File: src/rtl/page_framebuffer_glyph_drawer_assert.svh
// Assertion helpers used by the top RTL file of the glyph drawer.
`ifndef PAGE_FRAMEBUFFER_GLYPH_DRAWER_ASSERT_SVH
`define PAGE_FRAMEBUFFER_GLYPH_DRAWER_ASSERT_SVH

// Same-cycle implication, checked outside reset.
`define PFGD_ASSERT_IMP(label, clk, rstn, ante, cons) \
    label: assert property (@(posedge clk) disable iff (!rstn) (ante) |-> (cons)) \
        else $error("pfgd: same-cycle check failed");

// Next-cycle implication, checked outside reset.
`define PFGD_ASSERT_NEXT(label, clk, rstn, ante, cons) \
    label: assert property (@(posedge clk) disable iff (!rstn) (ante) |=> (cons)) \
        else $error("pfgd: next-cycle check failed");

`endif

File: src/rtl/pfgd_pkg.sv
`default_nettype none
package pfgd_pkg;

    // Command codes carried on the input tuser.
    typedef enum logic [2:0] {
        CMD_CLEAR = 3'd0,
        CMD_PIXEL = 3'd1,
        CMD_GLYPH = 3'd2,
        CMD_LINE  = 3'd3,
        CMD_FONT  = 3'd4,
        CMD_FLUSH = 3'd5
    } cmd_code_t;

    // Configuration register indexes.
    localparam logic [2:0] REG_FONT_WIDTH   = 3'd0;
    localparam logic [2:0] REG_FONT_HEIGHT  = 3'd1;
    localparam logic [2:0] REG_FIRST_CODE   = 3'd2;
    localparam logic [2:0] REG_FONT_SPACING = 3'd3;
    localparam logic [2:0] REG_COLUMN_LIMIT = 3'd4;
    localparam logic [2:0] REG_CONTROL_BYTE = 3'd5;

    localparam logic [4:0] MAX_WIDTH  = 5'd16;
    localparam logic [3:0] MAX_HEIGHT = 4'd8;

    // Back-end sequencer states.
    typedef enum logic [2:0] {
        B_IDLE,
        B_FRD,
        B_FUSE,
        B_RD,
        B_WR,
        B_CTL,
        B_FLRD,
        B_FLOUT
    } bstate_t;

    typedef struct packed {
        logic [4:0] width;
        logic [3:0] height;
        logic [7:0] first_code;
        logic [3:0] spacing;
        logic [7:0] column_limit;
        logic [7:0] control_byte;
    } cfg_t;

    // One classified command as it waits in the queue.
    typedef struct packed {
        cmd_code_t           kind;
        logic [7:0]          x;
        logic [7:0]          y;
        logic                on;
        logic signed [14:0]  base;
        logic [11:0]         start;
        logic [2:0]          line;
        logic [10:0]         faddr;
        logic [7:0]          fbyte;
    } cmd_t;

    typedef struct packed {
        logic [63:0] data;
        logic        is_control;
        logic        last;
    } word_t;

    function automatic logic [4:0] eff_width(input logic [4:0] w);
        return (w > MAX_WIDTH) ? MAX_WIDTH : w;
    endfunction

    function automatic logic [3:0] eff_height(input logic [3:0] h);
        return (h > MAX_HEIGHT) ? MAX_HEIGHT : h;
    endfunction

endpackage
`default_nettype wire

File: src/rtl/pfgd_front.sv
`default_nettype none
module pfgd_front #(
    parameter int unsigned COLUMNS    = 128,
    parameter int unsigned PAGES      = 8,
    parameter int unsigned FONT_DEPTH = 2048
) (
    input  wire logic            aclk,
    input  wire logic            aresetn,
    input  wire logic            s_tvalid,
    output logic                 s_tready,
    input  wire logic [63:0]     s_tdata,
    input  wire logic [2:0]      s_tuser,
    input  wire pfgd_pkg::cfg_t  cfg,
    output logic                 q_valid,
    output pfgd_pkg::cmd_t       q_cmd,
    input  wire logic            q_pop
);

    logic [7:0]          f_x, f_y, f_char, f_fbyte;
    logic                f_on;
    logic [2:0]          f_tline, f_page;
    logic [6:0]          f_pos;
    logic [10:0]         f_faddr;
    logic [4:0]          fw;
    logic [11:0]         prod;
    logic signed [8:0]   diff;
    logic                keep;
    pfgd_pkg::cmd_code_t code;
    pfgd_pkg::cmd_t      entry;
    pfgd_pkg::cmd_t      q_mem_reg [2];
    logic                wptr_reg, rptr_reg;
    logic [1:0]          count_reg;
    logic                push;

    // Field unpacking.
    assign f_x     = s_tdata[7:0];
    assign f_y     = s_tdata[15:8];
    assign f_on    = s_tdata[16];
    assign f_char  = s_tdata[24:17];
    assign f_tline = s_tdata[27:25];
    assign f_pos   = s_tdata[34:28];
    assign f_faddr = s_tdata[45:35];
    assign f_fbyte = s_tdata[53:46];
    assign f_page  = s_tdata[56:54];
    assign code    = pfgd_pkg::cmd_code_t'(s_tuser);

    assign fw   = pfgd_pkg::eff_width(cfg.width);
    assign prod = 12'(f_pos) * 12'(fw);
    assign diff = $signed({1'b0, f_char}) - $signed({1'b0, cfg.first_code});

    // Classify: build the queue entry and drop commands with no effect.
    always_comb begin
        entry.kind  = code;
        entry.x     = f_x;
        entry.y     = f_y;
        entry.on    = f_on;
        entry.base  = $signed({{6{diff[8]}}, diff}) * $signed({10'b0, fw});
        entry.start = prod + 12'(cfg.spacing);
        entry.line  = (code == pfgd_pkg::CMD_FLUSH) ? f_page : f_tline;
        entry.faddr = f_faddr;
        entry.fbyte = f_fbyte;
        case (code)
            pfgd_pkg::CMD_CLEAR: keep = 1'b1;
            pfgd_pkg::CMD_PIXEL: keep = 1'b1;
            pfgd_pkg::CMD_GLYPH: keep = (fw != 5'd0);
            pfgd_pkg::CMD_LINE:  keep = (fw != 5'd0) && (int'(f_tline) < PAGES) &&
                                        (int'(prod) + int'(fw) <= COLUMNS);
            pfgd_pkg::CMD_FONT:  keep = (int'(f_faddr) < FONT_DEPTH);
            pfgd_pkg::CMD_FLUSH: keep = (int'(f_page) < PAGES);
            default:             keep = 1'b0;
        endcase
    end

    // Two-entry queue toward the back end.
    assign s_tready = (count_reg != 2'd2);
    assign push     = s_tvalid && s_tready && keep;
    assign q_valid  = (count_reg != 2'd0);
    assign q_cmd    = q_mem_reg[rptr_reg];

    always_ff @(posedge aclk) begin
        if (!aresetn) begin
            wptr_reg  <= 1'b0;
            rptr_reg  <= 1'b0;
            count_reg <= 2'd0;
        end else begin
            if (push) begin
                wptr_reg <= ~wptr_reg;
            end
            if (q_pop) begin
                rptr_reg <= ~rptr_reg;
            end
            count_reg <= count_reg + 2'(push) - 2'(q_pop);
        end
    end

    always_ff @(posedge aclk) begin
        if (push) begin
            q_mem_reg[wptr_reg] <= entry;
        end
    end

endmodule
`default_nettype wire

File: config.mk
export PLATFORM = sky130hd
export DESIGN_NAME = pfgd_front
export DESIGN_NICKNAME = d
export VERILOG_FILES = /design/src/rtl/page_framebuffer_glyph_drawer_assert.svh /design/src/rtl/pfgd_pkg.sv /design/src/rtl/pfgd_front.sv
export SDC_FILE = /design/constraint.sdc
export NUM_CORES = 1
export LEC_CHECK = 0
export ABC_AREA = 1
export CORE_ASPECT_RATIO = 1.1
export CORE_MARGIN = 2
export CORE_UTILIZATION = 55
export DETAILED_ROUTE_END_ITERATION = 6
export DONT_BUFFER_PORTS = 1
export PLACE_DENSITY = 0.69
export SLEW_MARGIN = 20
export SYNTH_ARGS = -nofsm -noshare
export SYNTH_HDL_FRONTEND = slang
export SYNTH_SLANG_ARGS = --single-unit
File: constraint.sdc
create_clock -name aclk -period 20.9 [get_ports aclk]
set_input_delay 3.135 -clock aclk [delete_from_list [all_inputs] [get_ports aclk]]
set_output_delay 3.135 -clock aclk [all_outputs]
set_load 0.01 [all_outputs]
==> Word level (Yosys, flattened, before mapping) <==
Memories as Yosys holds them, arrays and structs flattened. A register that Yosys moved wholly into a read port is not among the register bits.
Cells that the tools add are included.
{ "totals": {"reg_bits": 4, "latchBits": 0, "ramBits": 138, "rom_bits": 0, "inputBits": 108, "elab_cells": 35, "memories": 1} }
{ "memory_table": {"columns": ["memory", "depth", "word_bits", "rd", "rd_clocked_by_memory_dff", "write_ports", "line", "text"], "rows": [
  ["q_mem_reg", 2, 69, 1, 1, 1, "pfgd_front.sv:30", "pfgd_pkg::cmd_t q_mem_reg [2];"]
]} }
{ "op_classes": {"add_sub_neg": 5, "n_mul": 2, "div": 0, "n_lt_le_gt_ge": 2, "eq_ne": 6, "shifts": 0, "n_mux": 7, "bitwise_logic": 2, "n_reduce_logical": 7} }
{ "op_table": {"columns": ["operator", "n"], "rows": [
  ["9-bit by 6-bit multiplier with 15-bit output", 1],
  ["12-bit by 5-bit adder with 13-bit output", 1],
  ["13-bit by 8-bit <= comparator with 1-bit output (second input constant)", 1],
  ["12-bit by 4-bit adder with 12-bit output", 1],
  ["7-bit by 5-bit multiplier with 12-bit output", 1],
  ["8-bit by 8-bit subtractor with 9-bit output", 1],
  ["3-bit by 2-bit equality test with 1-bit output (second input constant)", 2],
  ["3-bit equality test (second input constant)", 2],
  ["5-bit > comparator (second input constant)", 1],
  ["5-bit 2-to-1 mux", 1],
  ["5-bit nonzero test", 1],
  ["1-bit 2-to-1 mux", 4],
  ["4-bit OR reduction", 1],
  ["3-bit by 1-bit equality test with 1-bit output (second input constant)", 1],
  ["1-bit logical AND", 3],
  ["3-bit zero test", 1],
  ["3-bit 2-to-1 mux", 1],
  ["1-bit one-hot mux with 3 select lines", 1],
  ["2-bit by 1-bit adder with 2-bit output", 1],
  ["2-bit != test (second input constant)", 1],
  ["1-bit NOT", 2],
  ["2-bit nonzero test", 1],
  ["2-bit by 1-bit subtractor with 2-bit output", 1]
]} }

==> Logic depth before layout (Yosys ltp) <==
Gate-level depths: netlist of the first run.
{ "logic_depth": {"depth_word": 10, "depth_mapped": 33, "mapped_depth_nobuf": 32} }

==> Worst setup path after synthesis of the first run <==
No wires, ideal clock.
{ "synth_path": {"kind": "input -> register", "start": "input cfg[36] (netlist name)", "end": "memory q_mem_reg[0][0] (netlist name), enable pin", "setup_ns": 0.496, "arrival_time_ns": 10.271, "slack_ns": 10.133, "path_stages": 27, "cell_sequence": "inv_2 > clkbuf_1 > nand2_1 > nor2_1 > fa_1 > fa_1 > inv_1 > fa_1 > inv_1 > ha_1 > xor2_1 > ha_1 > nand2_1 > inv_1 > a21oi_1 > nand2_1 > nand3_4 > nor2_2 > nand3_1 > nand2_1 > nand2_1 > nand4_1 > nand2_1 > nand2_1 > nand2_2 > nand2_1 > nor2_1"} }
{ "synth_between": {"elab_chain_len": 10, "word_cells_on_any_way": 11} }
{ "synth_lines": {"columns": ["item", "line", "text"], "rows": [
  ["from (decl)", "pfgd_front.sv:13", "input wire pfgd_pkg::cfg_t cfg,"],
  ["5-bit > comparator", "pfgd_pkg.sv:66", "return (w > MAX_WIDTH) ? MAX_WIDTH : w;"],
  ["5-bit 2-to-1 mux (*)", "pfgd_pkg.sv:66", null],
  ["7-bit by 5-bit multiplier with 12-bit output", "pfgd_front.sv:48", "assign prod = 12'(f_pos) * 12'(fw);"],
  ["12-bit by 5-bit adder with 13-bit output", "pfgd_front.sv:67", "(int'(prod) + int'(fw) <= COLUMNS);"],
  ["13-bit by 8-bit <= comparator with 1-bit output", "pfgd_front.sv:67", null],
  ["1-bit logical AND", "pfgd_front.sv:66", "pfgd_pkg::CMD_LINE: keep = (fw != 5'd0) && (int'(f_tline) < PAGES) &&"],
  ["1-bit one-hot mux with 3 select lines (*)", "pfgd_front.sv:62", "case (code)"],
  ["1-bit logical AND (*)", "pfgd_front.sv:76", "assign push = s_tvalid && s_tready && keep;"],
  ["1-bit 2-to-1 mux (*)", "pfgd_front.sv:97", "if (push) begin"],
  ["1-bit 2-to-1 mux (not written as such) (*)", "pfgd_front.sv:98", "q_mem_reg[wptr_reg] <= entry;"],
  ["to (decl)", "pfgd_front.sv:30", null]
]} }
Every way passes the cells marked *; elsewhere a longest branch is shown, timed or not.

==> Worst setup path in the final report of the first run <==
{ "layout_path": {"start": "input cfg[36] (netlist name)", "end": "memory q_mem_reg[0][53] (netlist name), enable pin"} }
The elaborated chain is that of the path after synthesis.

==> out/metrics.csv, run 1 <==
metric,value,unit
outcome,"finished, final reports clean",
r2r setup slk,18.43,ns
# fillers,1240,
Mapped Cells,801,
Top delay family on crit path,adder cells,
GR Overflow Total,0,
Core Area,15800,um^2
CTS tree,built,
Multi-input gate area,4200,um^2
post-route minimum period,9.09,ns
crit-path max cell delay,0.65,ns
worst IR drop on VDD,45.2,uV
Worst Setup End Kind,register,
sequential area share after synthesis,47.3,%
number of DRC markers in iteration 0,297,
ANT cells,0,
Worst Path Buf+Inv,5,
Sequential Area,4250,um^2
PD cells,93.2,nW/um^2
Post-CTS Hold Fix Bufs,0,
Synth cell types,39,
Avg WL per Cell,16.2,um
CTS max path bufs,2,
Final period util,43.5,%
fmax,0.110,GHz
worst hold path depth,2,
hold_sp,rptr_reg,
"most used cell, CP",nand2_1,
final count of negative-setup-slack endpoints,0,
I/O pin count,179,
crit path launch type,primary input,
all-layer global routing usage,20.1,%
Max-Cap Viols,0,
max reg flops,138,
Final Skew,0.00589,ns
# H-tree levels,4,
WP data arrival,9.13,ns
Area growth syn-to-layout,9.50,%
RSZ-0062 raised after global routing,false,
final worst slack,11.81,ns
WHS Endpoint,rptr_reg,
Worst-path clk slew,0.06,ns
Place WS,11.32,ns
CTS sink count,143,
reg-to-reg endpoint,q_mem_reg[0][53],
Tightest Hold Check Type,register to register,
drt total wl,16600,um
CTS resizes,0,
Yosys Warn Count,0,
P_leak,4.32,nW
share of cells above drive strength 1,15.9,%
input/output buffers,0,
DP HPWL,13000,um
RR Startpoint,count_reg[0],
Pwr Total,0.915,mW
clk_lat worst skew,0.41,ns
drt pass-1 iters,4,
Worst-Margin Slew,0.762,ns
Critical Path Fanout Max,51,
number of global-route vias before repair,5660,
Post-CTS Setup Inserts,0,
synthesized cell area,8960,um^2
post-route setup TNS,0,ns
Rows,48,
Initial Util,56.8,%
syn_area_per_cell,11.2,um^2
most frequent cells in the layout,"edfxtp_1 (138), nand2_1 (136), inv_1 (123)",
Die W,126,um
Post-Place Cells,992,
Synth Net Count,1020,
Crit Path Category,primary input to register,
clk root buf,clkbuf_16,
"commonest non-fill, non-tap cell in the layout",edfxtp_1,
first-pass GRT wire length,27300,um
pin count of the biggest net entering global routing,58,
TritonCTS buffer count,17,
die height,138,um
die area,17300,um^2
Worst slew margin,49.2,%
post-route insts no fill,1024,
number of vias per cell,5.39,
# DRC,0,
final count of pins violating max slew,0,
r2r worst-path depth,5,
Critical Path RT,20.94,ns
initial antenna violation count,0,
Vias,5521,
final layout net count,1030,
Fin. Hold Viols,0,
RD Place Congestion,0.841,
#FFs+latches synth,143,
post-route ant nets,0,
CP max-delay cell,buf_4,
"Core Util, Final",62.2,%
Yosys cell counts, drive strengths merged:
library cell	instances	area share (%)
edfxtp	138	46
a21o	1	0.084
fa	46	10
o211ai	1	0.084
o21bai	1	0.084
clkinv	2	0.084
a21oi	28	1.6
xor2	21	2.1
nand3	23	1.6
nand2	143	6.3
xnor2	9	0.88
nor3	5	0.33
a21boi	1	0.084
nand3b	3	0.25
buf	6	0.27
inv	126	5.3
and2	2	0.14
a31oi	1	0.070
mux2	72	9.0
or2	6	0.42
a31o	1	0.098
ha	65	9.1
nand4	6	0.42
dfxtp	5	1.1
nor2	76	3.5
clkbuf	6	0.25
o21ai	7	0.39
metrics by stage:
| stage | hold slack [ns] | instance area, um^2 |
|---|---|---|
| 2_1_floorplan | 0.463 | 8960 |
| 3_3_place_gp | 0.471 | 9200 |
| 3_5_place_dp | 0.487 | 9200 |
| 4_1_cts | 0.503 | 9820 |
| 5_1_grt | 0.563 | 9820 |
| 6_report | 0.501 | 9820 |
area by class of cell:
type | count | area share [%]
timing repair buffer | 3 | 0.229
sequential | 143 | 43.2
multi-input combinational | 518 | 42.8
clock buffer | 18 | 4.37
clock inverter | 14 | 1.91
tap | 200 | 2.55
inverter | 128 | 4.89
report_power, final:
| part | internal, mW | leakage [nW] | switching, mW |
|---|---|---|---|
| Combinational | 0.0896 | 2.71 | 0.149 |
| Sequential | 0.359 | 1.31 | 0.00723 |
| Clock | 0.200 | 0.297 | 0.110 |
| Total | 0.648 | 4.32 | 0.267 |
cells by family (layout without fill, tap and decap cells):
family / Yosys count / after routing / share of synthesized area (%)
adder cells (fa/ha/maj): 111 / 111 / 19.3
buffers and inverters: 140 / 163 / 5.88
flip-flops: 143 / 143 / 47.3
AND/OR/NAND/NOR: 264 / 264 / 13.0
multiplexers: 72 / 72 / 9.04
AO/OA/AOI/OAI: 41 / 41 / 2.50
XOR/XNOR: 30 / 30 / 2.93
worst min-delay path, cell delays in order (launching register included):
cell     delay (ns)
dfxtp_1        0.32
nor2_1         0.06
nor2_1         0.09
metal layers:
layer / vias to the layer above / global-route usage [%] / share of wire, %
li1: 2670 / - / -
met1: 2657 / 25.4 / 43
met2: 177 / 34.6 / 49
met3: 17 / 4.78 / 6.8
met4: 0 / 6.47 / 1.4
met5: - / 0 / 0
how the worst max path moves through the flow:
stage,startpoint,end,cells after the start,slack [ns]
global route,cfg[36],q_mem_reg[0][13],27,11.26
finish,cfg[36],q_mem_reg[0][53],27,11.81
detailed placement,cfg[36],q_mem_reg[0][45],27,11.32
global placement,cfg[36],q_mem_reg[0][12],27,11.46
floorplan,cfg[36],q_mem_reg[0][0],27,10.13
CTS,cfg[36],q_mem_reg[0][51],27,11.75
(Power assumes the default switching activity.)
==> run 2: changes to the inputs <==
ABC_AREA = 0   (was 1)
PLACE_DENSITY = 0.72   (was 0.69)
clock period = 7.55 ns   (was 20.9 ns; I/O delays follow)
==> out/metrics.csv, run 2 <==
metric,value,unit,change
Area growth syn-to-layout,9.82,%,
Initial Util,56.1,%,-0.67 points
# DRC,0,,unchanged
leading area contributor after synthesis,edfxtp_1,,
crit-path max cell delay,0.59,ns,-0.06 ns
crit path launch type,primary input,,
outcome,"finished, final reports clean",,
Post-CTS Setup Inserts,0,,unchanged
fmax,0.158,GHz,
RD Place Congestion,0.798,,-5.1%
Vias,5073,,-8.1%
die area,17000,um^2,-1.9%
final layout net count,905,,-12%
Synth area leaders,"edfxtp_1 (47%), fa_1 (10%), ha_1 (9.3%), mux2_2 (9.2%), and2_1 (3.6%)",,
Worst-Margin Slew,0.943,ns,+0.181 ns
Post-Place Cells,867,,-13%
clk root buf,clkbuf_16,,
Final Cell Area,9650,um^2,-1.7%
input/output buffers,0,,unchanged
PD cells,264,nW/um^2,+180%
"count leader, synth",edfxtp_1,,
Crit Path Category,primary input to register,,
Final Skew,0.00586,ns,-0.0000289 ns
Rows,48,,unchanged
ys flop type,edfxtp_1,,
"EDFF count, synth",138,,unchanged
CTS max path bufs,2,,unchanged
syn_area_per_cell,13.0,um^2,+16%
#FFs+latches synth,143,,unchanged
worst IR drop on VDD,121,uV,+170%
RSZ-0062 raised after global routing,false,,
WP data arrival,6.44,ns,-2.69 ns
Post-CTS Hold Fix Bufs,0,,unchanged
# fillers,1189,,-4.1%
Final period util,83.9,%,
final count of pins violating max slew,0,,unchanged
Critical Path RT,7.66,ns,-13.28 ns
Tightest Hold Check Type,register to register,,
CTS resizes,0,,unchanged
drt total wl,15500,um,-6.9%
Worst-path clk slew,0.06,ns,about the same
post-route insts no fill,899,,-12%
post-route ant nets,0,,unchanged
sequential area share after synthesis,48.3,%,+0.94 points
all-layer global routing usage,18.7,%,-1.4 points
die height,137,um,-0.95%
DP HPWL,11900,um,-8.7%
Worst Setup End Kind,register,,
placed standard-cell area,9110,um^2,-1.0%
# H-tree levels,4,,unchanged
synth cell count leaders,"edfxtp_1 (138), mux2_2 (72), ha_1 (65)",,
Avg WL per Cell,17.2,um,+6.1%
asr flop ratio synth,0,%,unchanged
share of cells above drive strength 1,17.3,%,+1.4 points
Worst slew margin,37.0,%,-12 points
number of vias per cell,5.64,,+4.7%
final count of negative-setup-slack endpoints,0,,unchanged
number of global-route vias before repair,5133,,-9.3%
ANT cells,0,,unchanged
Yosys top cell area share,47.1,%,+0.91 points
pin count of the biggest net entering global routing,57,,-1.7%
initial antenna violation count,0,,unchanged
CTS sink count,143,,unchanged
Die W,125,um,-0.95%
clk_lat worst skew,0.41,ns,about the same
drt pass-1 iters,4,,unchanged
Core Area,15700,um^2,-0.76%
first-pass GRT wire length,25100,um,-8.1%
Mapped Cells,675,,-16%
synthesized cell area,8790,um^2,-1.9%
CP max-delay cell,nor2b_4,,
number of DRC markers in iteration 0,310,,+4.4%
GR Overflow Total,0,,unchanged
post-route setup TNS,0,ns,unchanged
TritonCTS buffer count,17,,unchanged
most frequent cells in the layout,"edfxtp_1 (138), mux2_2 (72), ha_1 (65)",,
post-route minimum period,6.33,ns,
max reg flops,138,,unchanged
P_leak,3.86,nW,-11%
Synth cell types,51,,+31%
worst-path cell chain,nor2b_1 -> buf_4 -> and2_1 -> fa_1 -> fa_1 -> inv_1 -> fa_1 -> inv_1 -> ha_1 -> xor2_1 -> ha_1 -> inv_1 -> a221oi_1 -> o221ai_1 -> a21oi_1 -> a21oi_1 -> o211ai_2 -> a31oi_2 -> nor2b_4 -> buf_12,,
"commonest non-fill, non-tap cell in the layout",edfxtp_1,,
Yosys Warn Count,0,,unchanged
hold_ws,0.587,ns,+0.0856 ns
Critical Path Fanout Max,27,,-47%
Fin. Hold Viols,0,,unchanged
CTS tree,built,,
I/O pin count,179,,unchanged
Max-Cap Viols,0,,unchanged
Synth Net Count,894,,-12%
[run 2: critical path: cells and delay by family]
family / cells / cell delay, ns
and+or+nand+nor: 3 / 0.88
AOI/OAI and AO/OA: 6 / 1.24
xor gates and xnor gates: 1 / 0.21
adders and majority gates: 5 / 2.31
buffers and inverters: 5 / 0.65
[run 2: worst paths after layout]
path,startpoint,end,slack (ns),depth (start not counted)
max,cfg[35],q_mem_reg[1][6],1.22,20
min reg2reg,rptr_reg,register,0.59,2
max reg2reg,count_reg[0],q_mem_reg[1][6],4.71,8
min,rptr_reg,register,0.59,2
[run 2: layout make-up]
cell class	count	area, um^2	area share (%)
Multi-Input combinational cell	454	4270	44.2
Sequential cell	143	4250	44.0
Clock buffer	18	429	4.45
Tap cell	200	250	2.59
Inverter	62	233	2.41
Clock inverter	14	119	1.23
Timing Repair Buffer	8	110	1.14
[run 2: per-layer routing]
layer	share of wire (%)	global-route usage [%]
met5	0	0
met4	1.5	6.43
met3	6.3	5.24
met2	49	31.7
met1	43	23.2
[run 2: cells by family (layout without fill, tap and decap cells)]
kind of cell | after synthesis | in the layout | share of synthesized area [%]
AOI/OAI and AO/OA | 71 | 71 | 5.51
xor gates and xnor gates | 38 | 38 | 3.87
adders and majority gates | 111 | 111 | 19.7
buffers and inverters | 78 | 102 | 3.34
DFF | 143 | 143 | 48.3
muxes | 72 | 72 | 9.22
and+or+nand+nor | 162 | 162 | 10.0
[run 2: stage by stage]
step                      util, %  total power [mW]  setup slack, ns
after global routing         61.6              2.70            0.831
after CTS                    61.6              2.58             1.19
after floorplan                 -              1.66           0.0678
after detailed placement     58.1              1.82            0.763
after global placement       58.1              1.79            0.926
final                        61.6              2.55             1.22
[run 2: power by group]
| part | total [mW] | leakage, nW | internal (mW) | switching (mW) |
|---|---|---|---|---|
| clock network | 0.754 | 0.251 | 0.450 | 0.303 |
| registers | 1.06 | 1.31 | 1.04 | 0.0268 |
| logic | 0.734 | 2.29 | 0.305 | 0.429 |
==> run 3: changes to the inputs <==
ABC_AREA = 1   (was 0)
PLACE_DENSITY = 0.69   (was 0.72)
clock period = 6.08 ns   (was 7.55 ns; I/O delays follow)
==> out/metrics.csv, run 3 (synthesized netlist as in run 1, its figures left out) <==
metric,value,unit,change
outcome,"finished, final reports clean",,
final count of negative-setup-slack endpoints,0,,unchanged
final count of pins violating max slew,0,,unchanged
Worst Setup End Kind,register,,
RD Place Congestion,0.836,,+4.7%
die area,17300,um^2,+1.9%
# H-tree levels,4,,unchanged
post-route ant nets,0,,unchanged
Post-CTS Setup Inserts,0,,unchanged
Crit Path Category,primary input to register,,
worst IR drop on VDD,157,uV,+30%
GR Overflow Total,0,,unchanged
clk_lat worst skew,0.41,ns,about the same
fmax,0.179,GHz,
Critical Path RT,6.22,ns,-1.44 ns
CTS tree,built,,
Top delay family on crit path,adder cells,,
Initial Util,56.8,%,+0.67 points
drt pass-1 iters,5,,+1
post-route insts no fill,1028,,+14%
CTS max path bufs,2,,unchanged
Worst-path clk slew,0.06,ns,about the same
# fillers,1224,,+2.9%
post-route setup TNS,0,ns,unchanged
crit-path max cell delay,0.53,ns,-0.06 ns
first-pass GRT wire length,27200,um,+8.5%
number of DRC markers in iteration 0,245,,-21%
Pwr Total,3.12,mW,+22%
Core Area,15800,um^2,+0.77%
pin count of the biggest net entering global routing,38,,-33%
WP data arrival,5.72,ns,-0.72 ns
die height,138,um,+0.96%
Critical Path Fanout Max,4,,-85%
CP max-delay cell,fa_1,,
clk root buf,clkbuf_16,,
final layout net count,1035,,+14%
share of cells above drive strength 1,17.5,%,+0.20 points
CTS sink count,143,,unchanged
# DRC,0,,unchanged
Worst-Margin Slew,0.795,ns,-0.148 ns
Max-Cap Viols,0,,unchanged
Final Skew,0.00730,ns,+0.00144 ns
crit path launch type,primary input,,
Rows,48,,unchanged
P_leak,4.35,nW,+13%
drt total wl,16700,um,+8.1%
Vias,5539,,+9.2%
Worst Path Buf+Inv,4,,-1
Sequential Area,4250,um^2,unchanged
initial antenna violation count,0,,unchanged
ANT cells,0,,unchanged
Area growth syn-to-layout,11.1,%,
max reg flops,138,,unchanged
all-layer global routing usage,19.8,%,+1.1 points
CTS resizes,0,,unchanged
Post-CTS Hold Fix Bufs,0,,unchanged
Fin. Hold Viols,0,,unchanged
I/O pin count,179,,unchanged
Worst slew margin,47.0,%,+10 points
r2r setup slk,4.20,ns,-0.51 ns
Die W,126,um,+0.96%
Post-Place Cells,997,,+15%
Multi-input gate area,4280,um^2,+0.26%
post-route minimum period,5.58,ns,
RSZ-0062 raised after global routing,false,,
Tightest Hold Check Type,register to register,,
"commonest non-fill, non-tap cell in the layout",edfxtp_1,,
number of global-route vias before repair,5639,,+9.9%
most frequent cells in the layout,"edfxtp_1 (138), nand2_1 (132), inv_1 (123)",,
PD cells,313,nW/um^2,+19%
number of vias per cell,5.39,,-4.5%
TritonCTS buffer count,17,,unchanged
input/output buffers,0,,unchanged
DP HPWL,13200,um,+11%
Avg WL per Cell,16.3,um,-5.4%
Final period util,91.8,%,
==> run 3: changes by cell type in the layout (fill, tap and decap cells not counted), moves of 8 or more <==
| cell | delta |
|---|---|
| and2_1 | -49 |
| inv_1 | +61 |
| nand2_1 | +98 |
| nand2b_1 | -8 |
| nand3_1 | +10 |
| nor2_1 | +49 |
| nor2b_1 | -12 |
| xnor2_1 | -15 |
==> run 3: final cells by class <==
type	instances	share of cell area [%]
sequential	143	42.6
timing repair buffer	8	1.11
multi-input combinational	518	43.0
tap	200	2.51
inverter	128	4.89
clock buffer	17	4.27
clock inverter	14	1.66
==> run 3: path summary, 6_finish.rpt <==
check,start,to,depth (start not counted)
worst max-delay path,s_tdata[17],q_mem_reg[1][48],29
worst min-delay path,rptr_reg,rptr_reg,2
worst max register to register,count_reg[0],count_reg[1],9
worst min register to register,rptr_reg,rptr_reg,2
==> run 3: where the power goes <==
group          leakage [nW]  internal, mW  switching, mW  total (mW)
Combinational          2.75         0.325          0.518       0.842
Sequential             1.31          1.23         0.0272        1.26
Clock                 0.282         0.641          0.375        1.02
Total                  4.35          2.20          0.920        3.12
==> run 3: metrics by stage <==
stage / util (%) / hold slack [ns] / area [um^2] / setup WS (ns)
after floorplan: - / 0.463 / 9080 / 0.0118
after global placement: 59.3 / 0.473 / 9370 / 0.147
after detailed placement: 59.3 / 0.491 / 9370 / 0.0522
after CTS: 63.1 / 0.504 / 9960 / 0.484
after global routing: 63.1 / 0.536 / 9960 / 0.119
final: 63.1 / 0.496 / 9960 / 0.499
==> run 3: metal layers <==
metal / wire (um) / global-route usage (%)
met5: 0 / 0
met4: 285 / 6.90
met3: 1170 / 5.17
met2: 8290 / 34.6
met1: 7000 / 24.1
==> run 3: worst reg2reg max path, cell delays in order, from the launching register on <==
cell,delay [ns]
dfxtp_1,0.34
inv_1,0.06
a21boi_0,0.38
nand2_2,0.14
ha_1,0.29
inv_1,0.04
ha_1,0.18
xnor2_1,0.13
o21ai_0,0.15
a21oi_1,0.06
